$ cat config.mk
export PLATFORM = sky130hd
export DESIGN_NAME = slcm_queue
export DESIGN_NICKNAME = d
export VERILOG_FILES = /design/src/design/slcm_queue.sv
export SDC_FILE = /design/constraint.sdc
export NUM_CORES = 1
export LEC_CHECK = 0
export ABC_AREA = 1
export BUFFER_PORTS_ARGS = -buffer_cell sky130_fd_sc_hd__buf_2
export CAP_MARGIN = 30
export CORE_ASPECT_RATIO = 1.1
export CORE_MARGIN = 3
export CORE_UTILIZATION = 49
export DETAILED_ROUTE_END_ITERATION = 7
export PLACE_DENSITY = 0.75
export SYNTH_ARGS = -nofsm -noshare
export SYNTH_HDL_FRONTEND = slang
export SYNTH_SLANG_ARGS = --single-unit
$ cat constraint.sdc
create_clock -name i_clk -period 1.8 [get_ports i_clk]
set_clock_uncertainty 0.05 [all_clocks]
set_input_delay 0.54 -clock i_clk [delete_from_list [all_inputs] [get_ports i_clk]]
set_output_delay 0.54 -clock i_clk [all_outputs]
set_load 0.01 [all_outputs]
$ cat src/design/slcm_queue.sv
// ---------------------------------------------------------------------------
// slcm_queue: short job queue between front and back
// Two-entry FIFO; full and empty from a separate occupancy count.
// ---------------------------------------------------------------------------
`default_nettype none
module slcm_queue #(
    parameter int WIDTH = 8
) (
    input  wire              i_clk,
    input  wire              i_rst_n,
    input  wire              i_push,
    input  wire  [WIDTH-1:0] i_data,
    input  wire              i_pop,
    output logic             o_full,
    output logic             o_valid,
    output logic [WIDTH-1:0] o_data
);
    logic [WIDTH-1:0] r_slot [2];
    logic             r_wp;
    logic             r_rp;
    logic [1:0]       r_cnt;

    always_ff @(posedge i_clk) begin
        if (!i_rst_n) begin
            r_wp  <= 1'b0;
            r_rp  <= 1'b0;
            r_cnt <= 2'd0;
        end else begin
            if (i_push) r_wp <= ~r_wp;
            if (i_pop)  r_rp <= ~r_rp;
            r_cnt <= r_cnt + {1'b0, i_push} - {1'b0, i_pop};
        end
        if (i_push) begin
            r_slot[r_wp] <= i_data;
        end
    end

    assign o_full  = (r_cnt == 2'd2);
    assign o_valid = (r_cnt != 2'd0);
    assign o_data  = r_slot[r_rp];
endmodule
`default_nettype wire

==> results.md <==
* Status: finished, final reports clean
* Reg clk slew, reported paths at 0.11 ns
* Nets at 99
* Met3 global-route usage at 3.69%
* Detailed Route Iter0 Violations at 6
* CTS max path bufs at 2
* Placed Area at 967 um^2
* Mux share of post-synthesis cell area at 14.3%
* Die area at 2240 um^2
* Crit Path Max Fanout at 8
* Setup slack, reg-to-reg at 0.45 ns
* Final instance area at 1050 um^2
* Register-to-Register Path Depth at 8
* Slew @ Worst Pin at 0.335 ns
* Min Tclk post-route at 1.79 ns
* Core box area at 1600 um^2
* Synth Instances at 58
* Initial antenna violation count at 0
* Initial Utilization at 52.5%
* Period utilization at 99.6%
* Pre-antenna DRT Iters at 2
* CTS Hold Bufs at 0
* Port bufs at 21
* R2r startpoint: r_cnt[0]$_SDFF_PN0_
* Most frequent cells in the layout: edfxtp_1, buf_2, nand2_1
* Met2 usage at 20.9%
* XOR/XNOR Fraction of Synth Area at 0%
* Total gr overflow at 0
* Pin count of the biggest net entering global routing at 12
* Syn Area/Cell at 14.4 um^2
* Sequential-to-total area share from yosys stat at 69.4%
* GR Util met1 at 12.8%
* CTS tree: yes
* WL/cell at 12.1 um
* CTS sink cnt at 21
* First-pass GRT wire length at 1950 um
* Pre-CTS WS at 0.166 ns
* Worst EP arrival at 1.20 ns
* DRT Wirelength at 1220 um
* Vias at 482
* Layout cells sized above 1 at 41.7%
* P_leak at 0.477 nW
* #FFs+latches synth at 21
* Final number of setup-violating endpoints at 0
* Via/cell ratio at 4.77
* Synth Area in Simple Gates at 8.22%
* # diodes at 0
* R2r endpoint: r_cnt[1]$_SDFF_PN0_
* CP Capture Type: output port
* Worst min-delay path class: in2reg
* Final Hold Viols at 0
* Pwr dens at 904 nW/um^2
* FMAX at 558 MHz
* Post-synth net total at 72
* Std-Cell Rows at 15
* Area share of fa/ha/maj cells after synthesis at 2.99%
* Number of CTS-inserted buffers at 3
* Compound-Gate Fraction of Synth Area at 0.598%
* CP required at 1.21 ns
* Synth warn at 0
* Core Util, Final at 66.0%
* IO Count at 22
* Height of the chip at 49.4 um
* Max-slew violations at 0
* CP Capture Point: o_data[5]
* Clk Latency, worst-skew pair at 0.29 ns
* GRT Total Usage at 12.4%
* DRT antenna net count at 0
* H-Tree Depth at 1
* GR peak layer: met2
* Peak supply drop at 0.000439 V
* Pwr Total at 0.951 mW
* Final Worst Setup Slack at 0.00782 ns
* Startpoint Class: register
* RSZ-0062 raised after global routing: yes
* CTS Root Cell: clkbuf_4
* Worst-case hold slack at 0.377 ns
* Area grow syn2layout at 25.7%
* Post-synthesis cell area at 837 um^2
* DIE WIDTH at 45.4 um
* Commonest non-fill, non-tap cell in the layout: edfxtp_1
* WS Path Type: reg2out
* Netlist cell types at 10
* Vias in the first global route at 487
* Headroom to the max-slew limit at 77.6%
* Max Cap Violations at 0
* Largest family of logic cells by synthesized area: multiplexers
* DRC at 0
* Placer Congestion at 0.628
-- through the flow --
| step | TNS (ns) | instances |
|---|---|---|
| finish | 0 | 101 |
| global route | -0.392 | 101 |
| CTS | -0.0450 | 101 |
| detailed placement | 0 | 97 |
| global placement | 0 | 97 |
| floorplan | 0 | 58 |
-- per-layer routing --
metal / wire [um] / share of wire (%)
met5: 0 / 0
met4: 12 / 0.98
met3: 98 / 8.0
met2: 630 / 52
met1: 478 / 39
-- power breakdown --
part | internal, mW | switching, mW
Combinational | 0.0921 | 0.0770
Sequential | 0.555 | 0.0111
Clock | 0.0861 | 0.130
Total | 0.733 | 0.218
-- synth_stat cells (all sizes together) --
| master | instances | area share [%] |
|---|---|---|
| mux2 | 8 | 14 |
| a21oi | 1 | 0.60 |
| ha | 2 | 3.0 |
| nand3 | 1 | 0.60 |
| buf | 1 | 1.3 |
| dfxtp | 5 | 12 |
| nand2 | 9 | 4.0 |
| edfxtp | 16 | 57 |
| nor2 | 8 | 3.6 |
| inv | 7 | 3.1 |
-- critical path: stages (launching register included) --
cell	delay [ns]
dfxtp_2	0.35
buf_8	0.14
mux2_4	0.31
buf_6	0.12
-- final cells by class --
| cell class | count | area (um^2) |
|---|---|---|
| Clock buffer | 4 | 26.3 |
| Fill cell | 112 | 543 |
| Inverter | 7 | 26.3 |
| Multi-Input combinational cell | 29 | 219 |
| Sequential cell | 21 | 582 |
| Tap cell | 17 | 21.3 |
| Timing Repair Buffer | 23 | 178 |
-- registers in the layout, summed over array words and instances, names as in the netlist, named ones only --
| signal | cells |
|---|---|
| r_wp | 1 |
| r_cnt | 2 |
| r_rp | 1 |
| r_slot | 16 |
-- what timing repair did --
item                       4_1_cts  5_1_grt
gates cloned                     0        0
buffers inserted                 0        0
setup endpoints to repair        8        8
resized for setup               11        0
-- cells by family after synthesis --
kind of cell / count (synthesis)
flip-flops: 21
AND/OR/NAND/NOR: 18
buffers and inverters: 8
multiplexers: 8
adder cells (fa/ha/maj): 2
AO/OA/AOI/OAI: 1
-- worst min-delay path by stage --
stage               cells past startpoint               from                endpoint
floorplan                               2  r_rp$_SDFFE_PN0P_                register
global placement                        2  r_rp$_SDFFE_PN0P_       r_rp$_SDFFE_PN0P_
detailed placement                      2  r_wp$_SDFFE_PN0P_       r_wp$_SDFFE_PN0P_
CTS                                     1          i_data[4]  r_slot[1][4]$_DFFE_PP_
global route                            1          i_data[4]  r_slot[0][4]$_DFFE_PP_
finish                                  1          i_data[4]  r_slot[1][4]$_DFFE_PP_
No activity file was read; power rests on OpenSTA's default activity.
