### config.mk
export PLATFORM = sky130hd
export DESIGN_NAME = slcm_front_flat
export DESIGN_NICKNAME = d
export VERILOG_FILES = /design/src/design/slcm_pkg.sv /design/src/design/slcm_if.sv /design/src/design/slcm_front.sv /design/src/flat_wrapper.sv
export SDC_FILE = /design/constraint.sdc
export NUM_CORES = 1
export LEC_CHECK = 0
export BUFFER_PORTS_ARGS = -buffer_cell sky130_fd_sc_hd__buf_2
export CAP_MARGIN = 20
export CELL_PAD_IN_SITES_DETAIL_PLACEMENT = 1
export CELL_PAD_IN_SITES_GLOBAL_PLACEMENT = 1
export CORE_ASPECT_RATIO = 0.5
export CORE_MARGIN = 2
export CORE_UTILIZATION = 40
export DETAILED_ROUTE_END_ITERATION = 16
export PLACE_DENSITY = 0.89
export SLEW_MARGIN = 20
export SYNTH_ARGS = -nofsm -noshare
export SYNTH_HDL_FRONTEND = slang
export SYNTH_SLANG_ARGS = --single-unit
### constraint.sdc
create_clock -name i_clk -period 4.02 [get_ports i_clk]
set_input_delay 0 -clock i_clk [delete_from_list [all_inputs] [get_ports i_clk]]
set_output_delay 0 -clock i_clk [all_outputs]
set_load 0.05 [all_outputs]
### src/design/slcm_pkg.sv
// ---------------------------------------------------------------------------
// slcm_pkg: shared constants of the set-associative LRU cache model
// Outcome codes, opcode decode, register indexes and parameter defaults.
// ---------------------------------------------------------------------------
`default_nettype none
package slcm_pkg;
    // parameter defaults
    localparam int MAX_SETS_DEF   = 256;
    localparam int MAX_WAYS_DEF   = 8;
    localparam int ADDR_WIDTH_DEF = 64;

    // register file
    localparam int          CFG_IDX_W      = 2;
    localparam int          CFG_DATA_W     = 5;
    localparam logic [1:0]  CFG_SET_BITS   = 2'd0;
    localparam logic [1:0]  CFG_WAYS       = 2'd1;
    localparam logic [1:0]  CFG_BLOCK_BITS = 2'd2;
    localparam int          BLOCK_BITS_MAX = 16;

    // opcode: high bit selects a modify
    localparam int KIND_W       = 2;
    localparam int KIND_MOD_BIT = 1;

    // lookup outcomes
    localparam int         RES_W     = 2;
    localparam logic [1:0] RES_HIT   = 2'd0;
    localparam logic [1:0] RES_MISS  = 2'd1;
    localparam logic [1:0] RES_EVICT = 2'd2;
    localparam logic [1:0] RES_NONE  = 2'd3;

    localparam int CNT_W = 32;
endpackage
`default_nettype wire

### src/design/slcm_if.sv
// ---------------------------------------------------------------------------
// slcm_if: access and result channels
// Valid/ready channels; a beat moves when valid and ready are both high.
// ---------------------------------------------------------------------------
`default_nettype none
interface slcm_in_if #(parameter int ADDR_WIDTH = slcm_pkg::ADDR_WIDTH_DEF);
    logic                          valid;
    logic                          ready;
    logic [slcm_pkg::KIND_W-1:0]   access_kind;
    logic [ADDR_WIDTH-1:0]         address;
    modport source (output valid, output access_kind, output address, input ready);
    modport sink   (input valid, input access_kind, input address, output ready);
endinterface

`default_nettype wire

### src/design/slcm_front.sv
// ---------------------------------------------------------------------------
// slcm_front: configuration registers and address split
// Holds the registers, clamps them and splits each access into set and tag.
// ---------------------------------------------------------------------------
`default_nettype none
module slcm_front #(
    parameter int MAX_SETS   = slcm_pkg::MAX_SETS_DEF,
    parameter int MAX_WAYS   = slcm_pkg::MAX_WAYS_DEF,
    parameter int ADDR_WIDTH = slcm_pkg::ADDR_WIDTH_DEF,
    localparam int SETW  = $clog2(MAX_SETS + 1) - 1,
    localparam int FILLW = $clog2(MAX_WAYS + 1),
    localparam int TAGW  = ADDR_WIDTH - 2,
    localparam int JOBW  = 1 + FILLW + SETW + TAGW
) (
    input  wire                                i_clk,
    input  wire                                i_rst_n,
    input  wire                                i_cfg_we,
    input  wire  [slcm_pkg::CFG_IDX_W-1:0]     i_cfg_idx,
    input  wire  [slcm_pkg::CFG_DATA_W-1:0]    i_cfg_data,
    slcm_in_if.sink                            i_req,
    input  wire                                i_q_full,
    output logic                               o_push,
    output logic [JOBW-1:0]                    o_job
);
    logic [3:0] r_set_bits;
    logic [3:0] r_ways;
    logic [4:0] r_block_bits;

    // register writes
    always_ff @(posedge i_clk) begin
        if (!i_rst_n) begin
            r_set_bits   <= 4'd1;
            r_ways       <= 4'd1;
            r_block_bits <= 5'd1;
        end else if (i_cfg_we) begin
            case (i_cfg_idx)
                slcm_pkg::CFG_SET_BITS:   r_set_bits   <= i_cfg_data[3:0];
                slcm_pkg::CFG_WAYS:       r_ways       <= i_cfg_data[3:0];
                slcm_pkg::CFG_BLOCK_BITS: r_block_bits <= i_cfg_data;
                default: ;
            endcase
        end
    end

    logic [4:0]            sb;
    logic [4:0]            bb;
    logic [FILLW-1:0]      ways;
    logic [5:0]            split;
    logic [ADDR_WIDTH-1:0] shifted;
    logic [ADDR_WIDTH-1:0] tag_full;
    logic [SETW-1:0]       set_keep;
    logic [SETW-1:0]       set_idx;

    // clamp registers into range, split the address
    always_comb begin
        if (r_set_bits == 4'd0)           sb = 5'd1;
        else if (int'(r_set_bits) > SETW) sb = 5'(SETW);
        else                              sb = {1'b0, r_set_bits};
        if (r_block_bits == 5'd0)                              bb = 5'd1;
        else if (int'(r_block_bits) > slcm_pkg::BLOCK_BITS_MAX) bb = 5'(slcm_pkg::BLOCK_BITS_MAX);
        else                                                   bb = r_block_bits;
        if (r_ways == 4'd0)               ways = FILLW'(1);
        else if (int'(r_ways) > MAX_WAYS) ways = FILLW'(MAX_WAYS);
        else                              ways = FILLW'(r_ways);
        split    = {1'b0, sb} + {1'b0, bb};
        shifted  = i_req.address >> bb;
        set_keep = ~({SETW{1'b1}} << sb);
        set_idx  = shifted[SETW-1:0] & set_keep;
        tag_full = i_req.address >> split;
    end

    assign i_req.ready = !i_q_full;
    assign o_push      = i_req.valid && !i_q_full;
    assign o_job       = {i_req.access_kind[slcm_pkg::KIND_MOD_BIT], ways, set_idx,
                          tag_full[TAGW-1:0]};
endmodule
`default_nettype wire

### src/flat_wrapper.sv
// flat-port wrapper written by rule: the top's interface ports become plain ports
module slcm_front_flat 
#(
    parameter int MAX_SETS   = slcm_pkg::MAX_SETS_DEF,
    parameter int MAX_WAYS   = slcm_pkg::MAX_WAYS_DEF,
    parameter int ADDR_WIDTH = slcm_pkg::ADDR_WIDTH_DEF,
    localparam int SETW  = $clog2(MAX_SETS + 1) - 1,
    localparam int FILLW = $clog2(MAX_WAYS + 1),
    localparam int TAGW  = ADDR_WIDTH - 2,
    localparam int JOBW  = 1 + FILLW + SETW + TAGW
)
  (i_clk, i_rst_n, i_cfg_we, i_cfg_idx, i_cfg_data, i_q_full, o_push, o_job, i_req_valid, i_req_access_kind, i_req_address, i_req_ready);
  slcm_in_if #(.ADDR_WIDTH(ADDR_WIDTH)) i_req_i ();
  input  wire i_clk;
  input  wire i_rst_n;
  input  wire i_cfg_we;
  input  wire  [slcm_pkg::CFG_IDX_W-1:0] i_cfg_idx;
  input  wire  [slcm_pkg::CFG_DATA_W-1:0] i_cfg_data;
  input  wire i_q_full;
  output logic o_push;
  output logic [JOBW-1:0] o_job;
  input wire logic [$bits(i_req_i.valid)-1:0] i_req_valid;
  input wire logic [$bits(i_req_i.access_kind)-1:0] i_req_access_kind;
  input wire logic [$bits(i_req_i.address)-1:0] i_req_address;
  output wire logic [$bits(i_req_i.ready)-1:0] i_req_ready;
  assign i_req_i.valid = i_req_valid;
  assign i_req_i.access_kind = i_req_access_kind;
  assign i_req_i.address = i_req_address;
  assign i_req_ready = i_req_i.ready;
  slcm_front #(.MAX_SETS(MAX_SETS), .MAX_WAYS(MAX_WAYS), .ADDR_WIDTH(ADDR_WIDTH)) u_core (.i_clk(i_clk), .i_rst_n(i_rst_n), .i_cfg_we(i_cfg_we), .i_cfg_idx(i_cfg_idx), .i_cfg_data(i_cfg_data), .i_req(i_req_i), .i_q_full(i_q_full), .o_push(o_push), .o_job(o_job));
endmodule
==> reports/results.ini, run 1 <==
[run_status]
status=finished clean

[timing]
fin_crit_ns=3.75
clock.fmax_mhz=267
rsz0062_at_grt=false
hold_violations=0
setup_violations=0
post-route-period-util=0.932
slew-limit-headroom=0.460
slew_violations=0
skew_ns=0
timing_worst_slew_pin_value_ns=0.808
fin_ws_ns=0.272
setup_tns_ns=0
hold-worst-slack_ns=0.000109

[drt]
drcViolationCount=0
routed_wirelength_um=24800
drt_iter0_markers=878
vias_per_cell=6.80
vias=6680
ant_nets=0
dr.pass1.iters=5
routedWlPerCell_um=25.3

[grt]
grt.overflow.total=0
grt_pass1_wl_um=36900
grt_pass1_vias=6438
antenna_found_initial=0
track_usage=0.313
grt_max_degree=52

[clock_tree]
worstSkewPairLatency_ns=0.23
cts_root_buf=clkbuf_16
clkTransAtPathRegs_ns=0.04
cts_tree=done
htree_num_levels=1
cts_buffer_depth=2
numCtsBuffers=3
cts.sinks=13

[power_and_ir_drop]
peakVddDrop_uv=245
powerDensity_nw_per_um2=368
p_leak_nw=3.12

[placed_design]
gp_congestion=0.994
io_buffers=151
post-place-ws_ns=0.213
dp_hpwl_um=19000

[logic_synthesis]
synth_edf_count=0
synth_nets=761
synth_area_um2=5650
synth_async_sr_flop_share=0
synth_flop_cell=dfxtp_1
ys_ff_latch=13
synth_top_area_cell=mux4_2
yosysTopAreaCellShare=0.239
ys_types=59
syn_inst=678
synth_area_per_cell_um2=8.34
synthTopCellsByArea=mux4_2 (24%), mux2i_1 (18%), dfxtp_1 (4.6%)
synth_warnings=0
yosysSeqAreaShare=0.0460

[flow_run]
cap_violations=0

[worst_setup_path]
r2r_slack_ns=3.01
crit_path_start_kind=register
crit_type=reg -> out
r2r_cells=3
cp-endpoint=o_job[10]
critPathMaxFanout=19
critPathRequiredTime_ns=4.02
endpoint_kind=primary output
reg2reg_to=u_core.r_block_bits[1]$_SDFFE_PN0P_
setup.worst_path.start=u_core.r_block_bits[3]$_SDFFE_PN0P_
rr_startpoint=u_core.r_block_bits[1]$_SDFFE_PN0P_
arrival_ns=3.75

[final_layout]
layout_common_cells=buf_2 (151), mux2i_1 (96), nor2_1 (68)
area_growth_pct=20.8
diodes=0
final_common_cell=buf_2
num-nets-final=875
drive_gt1_frac=0.415

[floorplanning]
core_um2=13700
die-width_um=172
pin_count=155
rows=30
die_y_um=88.1
start_util=0.414
die-area_um2=15200

[hold_path]
hold_class=in -> out

registers in the layout, indices dropped and copies added (netlist names):
register and flops:
u_core.r_ways 4, u_core.r_block_bits 5, u_core.r_set_bits 4
power by group:
group | switching [mW] | leakage [nW] | internal, mW
clock | 0.0505 | 0.0382 | 0.133
sequential | 0.00694 | 0.107 | 0.134
combinational | 1.51 | 2.97 | 0.676
total | 1.57 | 3.12 | 0.944
through the flow:
| stage | utilization | instance area [um^2] | power [mW] | instances |
|---|---|---|---|---|
| finish | 0.500 | 6830 | 2.51 | 983 |
| global route | 0.500 | 6830 | 2.61 | 983 |
| CTS | 0.492 | 6730 | 2.45 | 979 |
| detailed placement | 0.486 | 6640 | 2.25 | 975 |
| global placement | 0.486 | 6640 | 2.19 | 975 |
| floorplan | - | 5720 | 1.71 | 678 |
synthesized netlist by cell type (3+ instances only):
cell	instances
and3_1	7
a31oi_1	8
xnor2_2	3
mux2_2	23
nand2_1	47
buf_1	10
nor2_1	69
buf_6	7
o211ai_1	7
o21bai_1	4
mux2i_2	5
a211oi_2	7
buf_2	17
ha_1	5
dfxtp_1	13
inv_1	15
clkbuf_1	37
nor2b_1	20
o221ai_1	3
mux4_2	60
nand3_1	19
nor3_1	23
a211oi_1	24
o21ai_0	28
a221oi_1	5
nor3_2	6
mux2i_1	102
nand2b_1	3
a21oi_1	32
o22ai_1	27
critical path, stage by stage, from the launching register on:
cell	delay [ns]
dfxtp_1	0.32
buf_4	0.25
nand2_1	0.22
inv_1	0.23
ha_1	0.32
or4_1	0.54
o311a_2	0.19
and2_4	0.29
buf_4	0.26
nor3_2	0.21
a21oi_1	0.08
a211oi_2	0.29
buf_2	0.31
worst min path at each step:
stage	from	endpoint	slack, ns	cells after the start
2_1_floorplan	i_cfg_data[0]	u_core.r_block_bits[0]$_SDFFE_PN1P_	0.13	2
3_3_place_gp	i_req_access_kind[1]	o_job[74]	0.0003	0
3_5_place_dp	i_req_access_kind[1]	o_job[74]	0.0003	0
4_1_cts	i_req_access_kind[1]	o_job[74]	0.0003	0
5_1_grt	i_req_access_kind[1]	o_job[74]	0.0003	0
6_report	i_req_access_kind[1]	o_job[74]	0.0001	0
final cells by class:
| cell class | instances | area, um^2 |
|---|---|---|
| fill | 1689 | 6830 |
| multi-input combinational | 577 | 5150 |
| timing repair buffer | 181 | 1040 |
| sequential | 13 | 263 |
| tap | 192 | 240 |
| clock buffer | 4 | 78.8 |
| inverter | 16 | 60.1 |
repair_timing:
action,in CTS,in global routing
setup endpoints to repair,6,47
buffers inserted,0,3
gates resized for setup,1,17
gates cloned,0,1
pin swaps,0,2
hold buffers,0,0
logic make-up (layout without fill, tap and decap cells):
group | Yosys count | after routing | share of synthesized area
AOI/OAI and AO/OA | 170 | 170 | 0.205
xor gates and xnor gates | 5 | 5 | 0.0117
adders and majority gates | 5 | 5 | 0.0111
buffers and inverters | 89 | 201 | 0.0735
DFF | 13 | 13 | 0.0460
muxes | 190 | 190 | 0.478
and+or+nand+nor | 206 | 207 | 0.175
metal layers:
metal,up-vias,share of wire,track usage
li1,2874,-,-
met1,3268,0.41,0.410
met2,454,0.47,0.543
met3,84,0.097,0.0529
met4,0,0.030,0.0787
met5,-,0,0
Power figures use the tool's default switching activity.
==> inputs of run 2 (changes only) <==
Settings changed: MAX_ROUTING_LAYER from default to met4, RECOVER_POWER from default to 100.
==> reports/results.ini, run 2 (synthesis results as in run 1) <==
[worst_setup_path]
arrival_ns=3.94  ; +0.19 ns
cp-endpoint=o_job[1]
reg2reg_to=u_core.r_block_bits[1]$_SDFFE_PN0P_
critPathRequiredTime_ns=4.02  ; about the same
critPathMaxFanout=40  ; +21
crit_top_cell=mux2i_1
crit_path_start_kind=register
path_depth=13  ; +1
worst-path-buf-inv=5  ; +1
rr_startpoint=u_core.r_block_bits[1]$_SDFFE_PN0P_
slowest_delay_ns=0.61  ; +0.07 ns
r2r_slack_ns=2.48  ; -0.53 ns
r2r_cells=3  ; unchanged
cpMaxStageDelayCell=ha_2
cp_top_family=multiplexers
setup.worst_path.start=u_core.r_block_bits[4]$_SDFFE_PN0P_
path_cells=buf_4, inv_2, o21ai_0, inv_1, ha_4, ha_2, buf_12, mux4_2, mux2i_1, mux2i_1, mux2i_1, a211oi_2, buf_2
crit_type=reg -> out
endpoint_kind=primary output

[grt]
grt.overflow.total=0  ; unchanged
grt_pass1_wl_um=36600  ; -0.82%
grt_max_degree=52  ; unchanged
grt_pass1_vias=6425  ; -0.20%
track_usage=0.322  ; +0.00945
antenna_found_initial=1  ; +1

[drt]
top_layer_used=met4
met3_length_um=2660  ; +9.7%
routedWlPerCell_um=25.0  ; -0.89%
vias_per_cell=6.78  ; -0.29%
ant_nets=0  ; unchanged
drcViolationCount=0  ; unchanged
dr.pass1.iters=5  ; unchanged
drt_iter0_markers=797  ; -9.2%
wl_met1_um=9820  ; -2.5%
met2WireLength_um=11400  ; -2.0%
routed_wirelength_um=24700  ; -0.69%
vias=6674  ; -0.090%

[run_status]
status=finished clean

[power_and_ir_drop]
peakVddDrop_uv=284  ; +16%
powerDensity_nw_per_um2=368  ; +0.13%
p_leak_nw=3.08  ; -1.3%

[timing]
slew-limit-headroom=0.326  ; -0.134
rsz0062_at_grt=true
timing_worst_slew_pin_value_ns=1.01  ; +0.202 ns
setup_violations=0  ; unchanged
setup_tns_ns=0  ; unchanged
slew_violations=0  ; unchanged
clock.fmax_mhz=254  ; -4.8%
skew_ns=0  ; unchanged
fin_crit_ns=3.94  ; +0.187 ns
post-route-period-util=0.979  ; +0.0466
hold_violations=0  ; unchanged

[hold_path]
hold_class=in -> out

[flow_run]
cap_violations=0  ; unchanged

[placed_design]
dp_hpwl_um=19100  ; +0.24%
gp_congestion=1.00  ; +0.87%
dp_cells=978  ; +0.31%
io_buffers=151  ; unchanged

[clock_tree]
postCtsHoldBufs=0  ; unchanged
cts_buffer_depth=2  ; unchanged
numCtsBuffers=3  ; unchanged
worstSkewPairLatency_ns=0.23  ; about the same
htree_num_levels=1  ; unchanged
cts.sinks=13  ; unchanged
clkTransAtPathRegs_ns=0.04  ; about the same
cts_tree=done
cts_root_buf=clkbuf_16

[final_layout]
largest_reg_flops=5  ; unchanged
num-nets-final=876  ; +0.11%
layoutNonFillerInstCount=985  ; +0.20%
area_growth_pct=20.3
num-fill-cells=1728  ; +2.3%
drive_gt1_frac=0.395  ; -0.0195
finish.utilization=0.498  ; -0.00192
seq_area_um2=260  ; -0.95%
layout_common_cells=buf_2 (144), mux2i_1 (100), nor2_1 (68)
final_common_cell=buf_2
multi_input_area_um2=5120  ; -0.51%
largest_register=u_core.r_block_bits
largest_registers=u_core.r_block_bits (5), u_core.r_set_bits (4), u_core.r_ways (4)

[floorplanning]
die-area_um2=15200  ; unchanged
rows=30  ; unchanged
start_util=0.414  ; unchanged
die-width_um=172  ; unchanged
die_y_um=88.1  ; unchanged
pin_count=155  ; unchanged
core_um2=13700  ; unchanged

-- run 2: changes by cell type in the layout (fill, tap and decap cells not counted), sizes merged --
cell | previous run | this run
diode | 0 | 1
buf | 181 | 173
clkbuf | 4 | 13
-- run 2: metal layers --
| layer | global-route usage | vias up |
|---|---|---|
| li1 | - | 2869 |
| met1 | 0.413 | 3255 |
| met2 | 0.521 | 466 |
| met3 | 0.0551 | 84 |
| met4 | 0.108 | 0 |
| met5 | - | - |
-- run 2: repair_timing --
item | CTS | global route
resized for setup | 0 | 8
endpoints found under the setup margin | 0 | 39
buffers inserted | 0 | 1
-- run 2: layout make-up --
| cell class | count | area share |
|---|---|---|
| Timing Repair Buffer | 182 | 0.153 |
| Inverter | 16 | 0.00883 |
| Sequential cell | 13 | 0.0382 |
| Tap cell | 192 | 0.0353 |
| Multi-Input combinational cell | 577 | 0.752 |
| Clock buffer | 4 | 0.0116 |
| Antenna cell | 1 | 0.000368 |
-- run 2: how the worst min path moves through the flow --
stage                                    start  depth (start not counted)  slack (ns)                                  end
after floorplan                  i_cfg_data[0]                          2        0.13  u_core.r_block_bits[0]$_SDFFE_PN1P_
after global placement    i_req_access_kind[1]                          0      0.0003                            o_job[74]
after detailed placement  i_req_access_kind[1]                          0      0.0003                            o_job[74]
after CTS                 i_req_access_kind[1]                          0      0.0003                            o_job[74]
after global routing      i_req_access_kind[1]                          0      0.0003                            o_job[74]
final                     i_req_access_kind[1]                          0     0.00007                            o_job[74]
-- run 2: where the power goes --
part	internal, mW	switching [mW]
logic	0.673	1.52
clock network	0.133	0.0460
registers	0.134	0.00491
total	0.939	1.57
-- run 2: stage by stage --
step	power (mW)	instance area [um^2]	setup WS [ns]	hold WS, ns
finish	2.51	6800	0.0843	0.0000653
global route	2.61	6800	-0.0734	0.000281
CTS	2.45	6750	0.0852	0.000341
detailed placement	2.26	6670	0.333	0.000341
global placement	2.20	6670	0.494	0.000341
floorplan	1.71	5720	0.0288	0.125
==> inputs of run 3 (changes only) <==
Settings changed: CORE_UTILIZATION 40 to 35, PLACE_DENSITY 0.89 to 0.8.
Clock period 4.02 ns to 4.3 ns, I/O delays scaled along.
==> reports/results.ini, run 3 (synthesis results as in run 1) <==
[clock_tree]
htree_num_levels=1  ; unchanged
clkTransAtPathRegs_ns=0.04  ; about the same
cts_setup_buffers=0  ; unchanged
cts_root_buf=clkbuf_16
worstSkewPairLatency_ns=0.23  ; about the same
postCtsHoldBufs=0  ; unchanged
numCtsBuffers=3  ; unchanged
cts_tree=done
ctsResizeCount=0  ; unchanged
cts.sinks=13  ; unchanged
cts_buffer_depth=2  ; unchanged

[final_layout]
num-nets-final=869  ; -0.80%
largest_reg_flops=5  ; unchanged
num-fill-cells=1954  ; +13%
drive_gt1_frac=0.341  ; -0.0538
layout_common_cells=mux2i_1 (105), buf_2 (87), nor2_1 (68)
postLayoutCellArea_um2=6620  ; -2.8%
largest_register=u_core.r_block_bits
diodes=0  ; -1
largest_registers=u_core.r_block_bits (5), u_core.r_set_bits (4), u_core.r_ways (4)
area_growth_pct=17.0
final_common_cell=mux2i_1

[floorplanning]
die_y_um=93.9  ; +6.6%
die-area_um2=17200  ; +14%
start_util=0.362  ; -0.0517
rows=32  ; +6.7%
pin_count=155  ; unchanged
die-width_um=184  ; +6.7%
core_um2=15600  ; +14%

[timing]
rsz0062_at_grt=false
setup_tns_ns=0  ; unchanged
clock.fmax_mhz=242
hold_violations=0  ; unchanged
post-route-period-util=0.961
timing_worst_slew_pin_value_ns=1.61  ; +0.599 ns
slew_violations=30  ; +30
fin_crit_ns=4.13
skew_ns=0  ; unchanged
slew-limit-headroom=-0.0729  ; -0.399
setup_violations=0  ; unchanged

[grt]
antenna_found_initial=0  ; -1
track_usage=0.271  ; -0.0512
grt.overflow.total=0  ; unchanged
grt_pass1_wl_um=35800  ; -2.0%
grt_pass1_vias=6212  ; -3.3%
grt_max_degree=55  ; +5.8%

[drt]
dr.pass1.iters=5  ; unchanged
drcViolationCount=0  ; unchanged
routed_wirelength_um=23300  ; -5.4%
drt_iter0_markers=578  ; -27%
vias=6393  ; -4.2%
routedWlPerCell_um=23.6  ; -5.8%
ant_nets=0  ; unchanged
vias_per_cell=6.46  ; -4.6%

[worst_setup_path]
slowest_delay_ns=0.47  ; -0.14 ns
arrival_ns=4.13  ; +0.19 ns
r2r_slack_ns=2.41  ; -0.07 ns
cpMaxStageDelayCell=a31oi_1
path_cells=inv_1, nor2_1, ha_1, inv_1, mux2_2, a31oi_1, and2_4, buf_4, mux2_2, o22ai_1, a211oi_2, clkbuf_2
cp_top_family=buffers and inverters
crit_type=reg -> out
crit_path_start_kind=register
critPathRequiredTime_ns=4.30  ; +0.28 ns
critPathMaxFanout=17  ; -57%
endpoint_kind=primary output
worst-path-buf-inv=4  ; -1

[power_and_ir_drop]
p_leak_nw=3.00  ; -2.6%
peakVddDrop_uv=201  ; -29%
powerDensity_nw_per_um2=340  ; -7.7%

[hold_path]
hold_class=in -> out

[placed_design]
dp_hpwl_um=18100  ; -5.2%
io_buffers=151  ; unchanged
gp_congestion=0.966  ; -3.6%
place_area_um2=6570  ; -1.6%

[flow_run]
cap_violations=1  ; +1

[run_status]
violations=max-capacitance violations, max-slew violations
status=finished with violations

[run 3: changes by cell type in the layout (fill, tap and decap cells not counted), sizes merged]
| cell | previous run | this run |
|---|---|---|
| buf | 173 | 107 |
| clkbuf | 13 | 72 |
| and2 | 2 | 1 |
| diode | 1 | 0 |
| xnor2 | 5 | 6 |
[run 3: layer usage]
layer	vias up	routed length [um]	part of all wire	track usage
li1	2849	-	-	-
met1	3184	10300	0.44	0.368
met2	319	10700	0.46	0.437
met3	41	1840	0.079	0.0322
met4	0	514	0.022	0.0580
met5	-	0	0	-
[run 3: cell type report]
cell class	instances	area [um^2]	area share
Timing Repair Buffer	175	933	0.141
Tap cell	204	255	0.0386
Inverter	16	60.1	0.00908
Multi-Input combinational cell	577	5030	0.760
Sequential cell	13	260	0.0393
Clock buffer	4	78.8	0.0119
[run 3: worst register-to-register path, cell delays in order (launching register included)]
cell and delay [ns]:
dfxtp_1 0.32, clkbuf_1 1.17, mux2i_1 0.20, nand2_1 0.14
[run 3: through the flow]
stage                      util  power [mW]  instances  setup slack, ns  hold slack (ns)
after floorplan               -        1.57        678           0.0557            0.125
after global placement    0.420        2.03        984            0.616         0.000720
after detailed placement  0.420        2.06        984            0.472         0.000720
after CTS                 0.425        2.24        988            0.231         0.000720
after global routing      0.424        2.36        989           0.0254         0.000152
final                     0.424        2.25        989            0.167        0.0000727
[run 3: report_power, final]
part / internal (mW) / switching (mW) / total (mW) / leakage, nW
logic: 0.583 / 1.36 / 1.95 / 2.86
clock network: 0.125 / 0.0459 / 0.170 / 0.0382
registers: 0.125 / 0.00582 / 0.131 / 0.106
total: 0.833 / 1.42 / 2.25 / 3.00
[run 3: worst paths after layout]
path | startpoint | to | cells past startpoint
min | i_req_access_kind[1] | o_job[74] | 0
max reg2reg | u_core.r_block_bits[0]$_SDFFE_PN1P_ | u_core.r_block_bits[0]$_SDFFE_PN1P_ | 3
max | u_core.r_block_bits[2]$_SDFFE_PN0P_ | o_job[9] | 12
min reg2reg | u_core.r_ways[0]$_SDFFE_PN1P_ | u_core.r_ways[0]$_SDFFE_PN1P_ | 2
